### src/urzc_pkg.sv
package urzc_pkg;

	localparam int ECHO_COUNT_BITS = 16;
	localparam int TICK_BITS = 4;
	localparam int CFG_BITS = 10;
	localparam int CFG_IDX_BITS = 2;
	localparam int DIST_BITS = 11;
	localparam int CM_DIVISOR = 58;
	localparam int REM_BITS = $clog2(CM_DIVISOR);
	localparam int DANGER_MARGIN = 5;

	localparam logic [TICK_BITS-1:0] TRIG_LOW_TICKS = TICK_BITS'(2);
	localparam logic [TICK_BITS-1:0] TRIG_HIGH_TICKS = TICK_BITS'(10);
	localparam logic [ECHO_COUNT_BITS-1:0] ECHO_MAX = '1;
	localparam logic [DIST_BITS-1:0] DIST_MAX = '1;
	localparam logic [REM_BITS-1:0] REM_LAST = REM_BITS'(CM_DIVISOR - 1);

	localparam logic [CFG_BITS-1:0] STOP_RESET = CFG_BITS'(20);
	localparam logic [CFG_BITS-1:0] SLOW_RESET = CFG_BITS'(50);
	localparam logic [CFG_BITS-1:0] ONWARD_RESET = CFG_BITS'(100);

	localparam logic [CFG_IDX_BITS-1:0] CFG_STOP = CFG_IDX_BITS'(0);
	localparam logic [CFG_IDX_BITS-1:0] CFG_SLOW = CFG_IDX_BITS'(1);
	localparam logic [CFG_IDX_BITS-1:0] CFG_ONWARD = CFG_IDX_BITS'(2);

	typedef enum logic [2:0] {
		PH_IDLE,
		PH_TLOW,
		PH_THIGH,
		PH_WAIT,
		PH_COUNT
	} phase_t;

	typedef enum logic [2:0] {
		ZONE_NONE,
		ZONE_DANGER,
		ZONE_STOP,
		ZONE_SLOW,
		ZONE_ONWARD
	} zone_t;

	typedef struct packed {
		logic start_req;
		logic echo;
	} tick_t;

	typedef struct packed {
		logic                 trigger;
		logic                 busy_res;
		logic                 done_res;
		logic [DIST_BITS-1:0] distance_cm;
		zone_t                zone;
		logic                 measured;
	} result_t;

endpackage

### src/ultrasonic_range_zone_classifier_unit.sv
// Ultrasonic ranger controller with distance zone classification.
// Each transfer on the tick channel is one microsecond tick: a start request and
// the sampled echo level. Every tick produces exactly one transfer on the result
// channel, showing trigger, busy, done, the latest distance in cm, the zone and
// whether any measurement has completed since reset.
// A start taken while idle drives trigger low for two ticks, then high for ten,
// then waits for echo high and counts echo-high ticks. On the first low tick the
// distance (count / 58, kept as a running quotient while counting) is classified.
// The three thresholds are written through the cfg port; the user must write them
// only while the block is idle, which the block does not enforce. A tick's result
// is valid in the cycle after its transfer. Throughput is one tick per cycle, but
// when the receiver stalls, the result register holds and tick_ready drops until
// the held result is taken; a result taken in the same cycle frees the register.
// Reset returns the controller to idle, clears distance, zone and the measured
// flag, loads the default thresholds and empties the result register.
module ultrasonic_range_zone_classifier_unit
	import urzc_pkg::*;
(
	input  logic                    clk,
	input  logic                    arst_n,
	input  logic                    tick_valid,
	output logic                    tick_ready,
	input  tick_t                   tick,
	output logic                    result_valid,
	input  logic                    result_ready,
	output result_t                 result,
	input  logic                    cfg_we,
	input  logic [CFG_IDX_BITS-1:0] cfg_index,
	input  logic [CFG_BITS-1:0]     cfg_data
);

	phase_t                     phase_q, phase_d;
	logic [TICK_BITS-1:0]       ticks_q, ticks_d;
	logic [ECHO_COUNT_BITS-1:0] echo_q, echo_d;
	logic [REM_BITS-1:0]        rem_q, rem_d;
	logic [DIST_BITS-1:0]       quot_q, quot_d;
	logic [DIST_BITS-1:0]       dist_q, dist_d;
	zone_t                      zone_q, zone_d;
	logic                       meas_q, meas_d;
	logic                       done_d;
	logic [CFG_BITS-1:0]        stop_q, slow_q, onward_q;
	logic                       res_valid_q;
	result_t                    res_q;
	logic                       tick_fire;
	logic                       is_danger;

	assign tick_ready = !res_valid_q || result_ready;
	assign tick_fire = tick_valid && tick_ready;
	assign result_valid = res_valid_q;
	assign result = res_q;

	// Margin added on the distance side, so a threshold below the margin never matches.
	assign is_danger = ({1'b0, quot_q} + (DIST_BITS+1)'(DANGER_MARGIN))
		<= (DIST_BITS+1)'(stop_q);

	always_comb begin
		phase_d = phase_q;
		case (phase_q)
			PH_IDLE: begin
				if (tick.start_req) phase_d = PH_TLOW;
			end
			PH_TLOW: begin
				if (ticks_q >= TRIG_LOW_TICKS) phase_d = PH_THIGH;
			end
			PH_THIGH: begin
				if (ticks_q >= TRIG_HIGH_TICKS) phase_d = PH_WAIT;
			end
			PH_WAIT: begin
				if (tick.echo) phase_d = PH_COUNT;
			end
			PH_COUNT: begin
				if (!tick.echo) phase_d = PH_IDLE;
			end
			default: phase_d = PH_IDLE;
		endcase
	end

	always_comb begin
		ticks_d = ticks_q;
		echo_d = echo_q;
		rem_d = rem_q;
		quot_d = quot_q;
		dist_d = dist_q;
		zone_d = zone_q;
		meas_d = meas_q;
		done_d = 1'b0;
		case (phase_q)
			PH_IDLE: begin
				if (tick.start_req) ticks_d = TICK_BITS'(1);
			end
			PH_TLOW: begin
				if (ticks_q >= TRIG_LOW_TICKS) ticks_d = TICK_BITS'(1);
				else ticks_d = ticks_q + TICK_BITS'(1);
			end
			PH_THIGH: begin
				if (ticks_q >= TRIG_HIGH_TICKS) ticks_d = '0;
				else ticks_d = ticks_q + TICK_BITS'(1);
			end
			PH_WAIT: begin
				if (tick.echo) begin
					echo_d = ECHO_COUNT_BITS'(1);
					rem_d = REM_BITS'(1);
					quot_d = '0;
				end
			end
			PH_COUNT: begin
				if (tick.echo) begin
					// The quotient by 58 advances each time the remainder wraps.
					if (echo_q != ECHO_MAX) begin
						echo_d = echo_q + ECHO_COUNT_BITS'(1);
						if (rem_q == REM_LAST) begin
							rem_d = '0;
							if (quot_q != DIST_MAX) quot_d = quot_q + DIST_BITS'(1);
						end else begin
							rem_d = rem_q + REM_BITS'(1);
						end
					end
				end else begin
					dist_d = quot_q;
					meas_d = 1'b1;
					done_d = 1'b1;
					ticks_d = '0;
					if (is_danger) zone_d = ZONE_DANGER;
					else if (quot_q <= DIST_BITS'(stop_q)) zone_d = ZONE_STOP;
					else if (quot_q <= DIST_BITS'(slow_q)) zone_d = ZONE_SLOW;
					else if (quot_q >= DIST_BITS'(onward_q)) zone_d = ZONE_ONWARD;
				end
			end
			default: ticks_d = '0;
		endcase
	end

	always_ff @(posedge clk or negedge arst_n) begin
		if (!arst_n) begin
			phase_q <= PH_IDLE;
			ticks_q <= '0;
			echo_q <= '0;
			rem_q <= '0;
			quot_q <= '0;
			dist_q <= '0;
			zone_q <= ZONE_NONE;
			meas_q <= 1'b0;
		end else if (tick_fire) begin
			phase_q <= phase_d;
			ticks_q <= ticks_d;
			echo_q <= echo_d;
			rem_q <= rem_d;
			quot_q <= quot_d;
			dist_q <= dist_d;
			zone_q <= zone_d;
			meas_q <= meas_d;
		end
	end

	always_ff @(posedge clk or negedge arst_n) begin
		if (!arst_n) begin
			stop_q <= STOP_RESET;
			slow_q <= SLOW_RESET;
			onward_q <= ONWARD_RESET;
		end else if (cfg_we) begin
			case (cfg_index)
				CFG_STOP: stop_q <= cfg_data;
				CFG_SLOW: slow_q <= cfg_data;
				CFG_ONWARD: onward_q <= cfg_data;
				default: ;
			endcase
		end
	end

	always_ff @(posedge clk or negedge arst_n) begin
		if (!arst_n) begin
			res_valid_q <= 1'b0;
		end else if (tick_fire) begin
			res_valid_q <= 1'b1;
		end else if (result_ready) begin
			res_valid_q <= 1'b0;
		end
	end

	always_ff @(posedge clk) begin
		if (tick_fire) begin
			res_q.trigger <= (phase_d == PH_THIGH);
			res_q.busy_res <= (phase_d != PH_IDLE);
			res_q.done_res <= done_d;
			res_q.distance_cm <= dist_d;
			res_q.zone <= zone_d;
			res_q.measured <= meas_d;
		end
	end

endmodule

### config.mk
export PLATFORM = sky130hd
export DESIGN_NAME = ultrasonic_range_zone_classifier_unit
export DESIGN_NICKNAME = d
export VERILOG_FILES = /design/src/urzc_pkg.sv /design/src/ultrasonic_range_zone_classifier_unit.sv
export SDC_FILE = /design/constraint.sdc
export NUM_CORES = 1
export LEC_CHECK = 0
export BUFFER_PORTS_ARGS = -buffer_cell sky130_fd_sc_hd__buf_2
export CAP_MARGIN = 5
export CORE_UTILIZATION = 55
export CTS_CLUSTER_DIAMETER = 30
export DETAILED_ROUTE_END_ITERATION = 7
export GPL_TIMING_DRIVEN = 0
export PLACE_DENSITY = 0.83
export SYNTH_ARGS = -nofsm -noshare
export SYNTH_HDL_FRONTEND = slang
export SYNTH_SLANG_ARGS = --single-unit
### constraint.sdc
create_clock -name clk -period 3.1 [get_ports clk]
set_clock_uncertainty 0.2 [all_clocks]
set_input_delay 0.465 -clock clk [delete_from_list [all_inputs] [get_ports clk]]
set_output_delay 0.465 -clock clk [all_outputs]
set_load 0.05 [all_outputs]
==> impl_results.md, run 1 <==
* Most frequent cell on the critical path: nand2_1
* Area fraction of the dominant cell type after synthesis at 33.2%
* Most frequent cells after synthesis: 121 x nand2_1, 78 x dfrtp_1, 46 x ha_1
* Vias in the first global route at 4611
* WL per Instance at 15.7 um
* Clk_lat worst skew at 0.38 ns
* Total track usage at 24.2%
* YS warnings at 0
* Peak supply drop at 0.285 mV
* CTS sink count at 104
* Pwr Density at 542 nW/um^2
* DP Worst Slack at -0.273 ns
* Max Cap Viol at 0
* Critical path arrival at 2.90 ns
* Total power at 3580 uW
* H-tree depth at 3
* Largest net degree at the start of global routing at 72
* Initial core utilization at 56.8%
* Post-synthesis async set-or-reset flop share at 82.7%
* Slew HR at 51.0%
* CTS Buf Count at 9
* CP endpoint kind: register
* Period utilisation layout at 96.4%
* Chip Height at 105 um
* Global-route wire length before repair at 21500 um
* Remaining DRCs at 0
* CTS root buf: clkbuf_8
* I/O Buffers at 38
* Hold Startpoint: cfg_data[6]
* Initial antenna violation count at 0
* Max Root-Sink Buffers at 2
* Synthesized area per cell at 9.51 sq um
* Via-to-Cell Ratio at 5.82
* Slowest Stage Delay on Critical Path at 0.52 ns
* # fillers at 829
* Final non-filler cell total at 816
* Cell count after placement at 794
* Ys flop type: dfrtp_1
* Yosys reg bits at 104
* Post-Syn Area at 5890 sq um
* Mapped Cells at 619
* End of the critical path: result[1]
* Seq/Total Area, Yosys at 45.9%
* Register area at 2710 sq um
* Fin nets at 740
* CTS tree: done
* Crit-path max FO at 10
* GR Overflow Total at 0
* Final Setup Violations at 0
* CP Launch Type: register
* Slew of the pin with the lowest slew margin at 0.733 ns
* Total die area at 11100 sq um
* R2R cell count at 10
* Post-Layout Inst Area at 6610 sq um
* Syn Nets at 684
* Synth top area cells: dfrtp_1 33%, ha_1 9.8%, edfxtp_1 9.2%
* Post-synth EDFFs at 18
* Drt pass-1 iters at 6
* # diodes at 0
* # rows at 37
* Final Slew Violations at 0
* Die X at 105 um
* Worst Setup Slack, final at 0.113 ns
* Crit Path Category: reg2reg
* Reg2Reg Setup Slack at 0.11 ns
* Hold Violations, Final at 0
* Dominant cell type by area after synthesis: dfrtp_1
* Crit path time final at 2.99 ns
* End of the worst register-to-register path: result[1]
* Clock-pin slew on the worst setup and hold paths at 0.10 ns
* Tightest Hold Check Type: in2reg
* Share of cells above drive strength 1 at 17.5%
* Worst Setup SP: quot_q[4]
* Dpl cell area at 6280 sq um
* RR Startpoint: quot_q[4]
* Critical path's slowest cell: dfrtp_2
* Total Wirelength at 12800 um
* Hold WS at 0.122 ns
* Post-synth cell types at 60
* Final ANT Viol Nets at 0
* Area growth, synth to finish at 12.3%
* WP data required at 3.01 ns
* First DRT Iteration DRCs at 413
* Core Area at 10400 sq um
* Area of the multi-input gates at 3010 sq um
* Detailed Place HPWL at 9220 um
* RePlAce Congestion at 0.862
* Top-count cell post-synth: nand2_1
* Peak Freq at 335 MHz
* Vias at 4746
* Lkg Pwr at 0.00305 uW
* Outcome: complete, no violations
* Top Ports at 39
* Cell breakdown of the critical path: nand2_1 > nor2_2 > nand3_1 > xnor2_1 > ha_1 > nand2_1 > a2111o_1 > a31oi_4 > a2bb2oi_1 > o22ai_1
[power by group]
part / switching, uW / internal, uW
Combinational: 572 / 361
Sequential: 146 / 1580
Clock: 464 / 456
Total: 1180 / 2400
[routing by layer]
layer | wire length, um | global-route usage, %
met5 | 0 | 0
met4 | 292 | 11.7
met3 | 663 | 3.09
met2 | 6200 | 39.8
met1 | 5690 | 31.8
[flip-flops by register name, summed over array words and instances, names as in the netlist]
name / cells
stop_q: 10
meas_q: 1
result: 18
quot_q: 11
onward_q: 10
echo_q: 16
result_valid: 1
dist_q: 11
zone_q: 3
ticks_q: 4
phase_q: 3
rem_q: 6
slow_q: 10
[critical path, delay by kind of cell, from the launching register on]
kind                     cells  cell delay [ns]
AND/OR/NAND/NOR              4             0.60
flip-flops                   1             0.52
AO/OA/AOI/OAI                4             0.94
XOR/XNOR                     1             0.15
adder cells (fa/ha/maj)      1             0.32
[stage by stage]
stage / util (%) / TNS (ns)
floorplan: - / 0
global placement: 60.2 / -0.280
detailed placement: 60.5 / -0.597
CTS: 62.8 / 0
global route: 63.7 / -0.000365
finish: 63.7 / 0
[what timing repair did]
item | CTS | global route
resized for setup | 7 | 16
setup buffers | 0 | 5
hold buffers | 1 | 0
endpoints found under the setup margin | 6 | 5
cloned | 0 | 0
hold endpoints to repair | 15 | 0
pin swaps | 0 | 0
[worst min-delay path by stage]
stage	endpoint	cells after the start	slack (ns)
after floorplan	dist_q[0]	0	-0.03
after global placement	meas_q	1	0.24
after detailed placement	slow_q[2]	1	0.15
after CTS	stop_q[6]	3	0.12
after global routing	result_valid	2	0.12
final	stop_q[6]	3	0.12
[placed cells by master, fill, tap and decap left out, types with 17 or more instances in the layout]
cell / netlist / final
nand2_1: 121 / 121
nand3_1: 17 / 17
a21oi_1: 23 / 22
mux2_2: 22 / 22
edfxtp_1: 18 / 18
inv_1: 34 / 34
dfrtp_1: 78 / 70
nor2_1: 36 / 35
o21ai_0: 25 / 25
buf_2: 5 / 41
ha_1: 46 / 45
xnor2_1: 17 / 17
o21ai_1: 18 / 18
clkbuf_1: 18 / 18
[final cells by class]
type | count | area share [%]
clock inverter | 5 | 1.23
inverter | 36 | 2.04
clock buffer | 11 | 1.99
sequential | 104 | 41.0
timing repair buffer | 46 | 4.13
buffer | 22 | 1.44
tap | 136 | 2.57
multi-input combinational | 456 | 45.6
[cell families after synthesis]
group / synth area share (%)
flops: 45.9
buf+inv: 3.87
mux: 4.76
xor+xnor: 2.83
simple gates: 19.4
fa+ha+maj: 9.78
compound gates: 13.5
Power figures use the tool's default switching activity.
==> inputs of run 2 (changes only) <==
Settings changed: ABC_AREA set to 1.
==> run 2 against run 1 <==
Maximum frequency up 3.4%. Register-to-register slack better by 0.098 ns. Synthesized cell count up 28%. Die area up 5.4%. Highest routed layer unchanged.
==> impl_results.md, run 2 <==
* Outcome: complete, no violations
* Lkg Pwr at 0.00338 uW
* Total die area at 11700 sq um
* GRT busiest layer: met2
* Ys flop type: dfrtp_1
* YS warnings at 0
* Post-Syn Area at 6210 sq um
* Max Root-Sink Buffers at 2
* Synth top area cells: dfrtp_1 31%, nand2_1 12%, ha_1 9.3%
* R2R cell count at 15
* Drt pass-1 iters at 7
* Hold Startpoint: cfg_data[4]
* Met3 Use GR at 5.18%
* CTS Buf Count at 9
* I/O Buffers at 38
* GRT met2 Usage at 42.7%
* Share of cells above drive strength 1 at 11.3%
* First DRT Iteration DRCs at 504
* Post-Layout Inst Area at 6960 sq um
* # Post-CTS Setup Buffers at 0
* Reg2Reg Setup Slack at 0.21 ns
* Worst Hold Depth at 3
* Critical path arrival at 2.81 ns
* Post-synth cell types at 36
* Via-to-Cell Ratio at 5.52
* CTS root buf: clkbuf_16
* Yosys reg bits at 104
* RePlAce Congestion at 0.908
* Global-route wire length before repair at 24000 um
* # rows at 38
* Slew HR at 44.5%
* Peak Freq at 346 MHz
* Core Area at 10900 sq um
* Commonest cells after routing, fill and taps aside: 202 x nand2_1, 111 x inv_1, 77 x dfrtp_1
* Vias in the first global route at 5109
* Detailed Place HPWL at 10100 um
* CTS tree: done
* Final Setup Violations at 0
* Syn Nets at 855
* Initial core utilization at 56.8%
* Total track usage at 26.3%
* Clk_lat worst skew at 0.35 ns
* Final Slew Violations at 0
* Tightest Hold Check Type: in2reg
* Top Ports at 39
* WL per Instance at 14.4 um
* WP data required at 3.02 ns
* End of the worst register-to-register path: result[1]
* Post-synth EDFFs at 18
* Vias at 5447
* Most frequent cells after synthesis: 203 x nand2_1, 111 x inv_1, 78 x dfrtp_1
* Commonest non-fill, non-tap cell in the layout: nand2_1
* Max reg flops at 18
* GR Overflow Total at 0
* RSZ-0062 raised after global routing: no
* Seq/Total Area, Yosys at 43.5%
* CP Launch Type: register
* Dominant cell type by area after synthesis: dfrtp_1
* Crit-path max FO at 9
* Crit Path Category: reg2reg
* RR Startpoint: quot_q[1]
* Mapped Cells at 790
* Hold Path End: stop_q[4]
* H-tree depth at 3
* Initial antenna violation count at 0
* Remaining DRCs at 0
* Fin nets at 906
* Slew of the pin with the lowest slew margin at 0.832 ns
* Area fraction of the dominant cell type after synthesis at 31.4%
* Peak supply drop at 0.515 mV
* Top-count cell post-synth: nand2_1
* CTS sink count at 104
* Fin Setup TNS at 0 ns
* Max Cap Viol at 0
* Synthesized area per cell at 7.87 sq um
* Period utilisation layout at 93.2%
* Clock-pin slew on the worst setup and hold paths at 0.07 ns
* GRT met1 Usage at 35.6%
* # diodes at 0
* Pwr Density at 606 nW/um^2
* Total Wirelength at 14200 um
* Chip Height at 108 um
* Hold Violations, Final at 0
* Post-synthesis async set-or-reset flop share at 82.7%
* Largest net degree at the start of global routing at 50
* Final ANT Viol Nets at 0
* Dpl cell area at 6610 sq um
* Area growth, synth to finish at 12.0%
* Die X at 108 um
* Crit path time final at 2.89 ns
* CP endpoint kind: register
* # fillers at 933
[run 2: critical path, stage by stage, from the launching register on]
cell,delay (ns)
dfrtp_2,0.50
ha_1,0.33
nor2_1,0.09
nor2_1,0.16
nand2_1,0.13
xor2_1,0.17
ha_1,0.27
nand2_1,0.07
nor3_2,0.21
nand2_1,0.09
nand3_1,0.07
nand2_1,0.07
nand2_2,0.12
nand3_1,0.09
nand2_1,0.06
inv_1,0.03
[run 2: how the worst max path moves through the flow]
stage	startpoint	endpoint	depth (start not counted)	slack (ns)
6_report	quot_q[1]	result[1]	15	0.21
5_1_grt	quot_q[2]	result[1]	17	0.04
4_1_cts	quot_q[2]	result[1]	17	0.06
3_5_place_dp	quot_q[2]	result[1]	17	0.07
3_3_place_gp	quot_q[1]	result[1]	15	0.13
2_1_floorplan	result_valid	ticks_q[2]	8	0.45
[run 2: final cells by class]
| type | instances | area, sq um | share of cell area [%] |
|---|---|---|---|
| timing repair buffer | 40 | 230 | 3.31 |
| multi-input combinational | 544 | 2950 | 42.4 |
| inverter | 114 | 428 | 6.15 |
| clock buffer | 10 | 229 | 3.29 |
| buffer | 28 | 150 | 2.16 |
| clock inverter | 6 | 90.1 | 1.29 |
| sequential | 104 | 2700 | 38.9 |
| tap | 140 | 175 | 2.52 |
[run 2: per-stage QoR]
step | std cells | worst slack, ns | util, % | hold WS, ns | power (uW)
floorplan | 790 | 0.451 | - | -0.0306 | 2660
global placement | 968 | 0.127 | 60.2 | 0.246 | 2910
detailed placement | 969 | 0.0663 | 60.4 | 0.264 | 2960
CTS | 986 | 0.0573 | 63.4 | 0.165 | 4220
global route | 986 | 0.0385 | 63.6 | 0.189 | 4460
finish | 986 | 0.211 | 63.6 | 0.172 | 4220
[run 2: routing by layer]
metal	routed length, um	share of wire [%]
met5	0	0
met4	254	1.8
met3	917	6.5
met2	6600	47
met1	6390	45
[run 2: power by group]
group / switching, uW / leakage, uW / internal, uW
Sequential: 158 / 0.00125 / 1710
Clock: 523 / 0.000156 / 715
Combinational: 770 / 0.00197 / 345
[run 2: cells by family (layout without fill, tap and decap cells)]
kind of cell | after synthesis | count (layout) | share of synthesized area, %
AND/OR/NAND/NOR | 357 | 357 | 24.4
buffers and inverters | 142 | 198 | 9.22
AO/OA/AOI/OAI | 116 | 116 | 10.1
flip-flops | 104 | 104 | 43.5
adder cells (fa/ha/maj) | 46 | 46 | 9.26
XOR/XNOR | 25 | 25 | 3.52
[run 2: timing repair]
action | CTS | global route
endpoints found under the setup margin | 0 | 6
hold buffers | 1 | 0
hold endpoints to repair | 29 | 0
resized for setup | 0 | 7
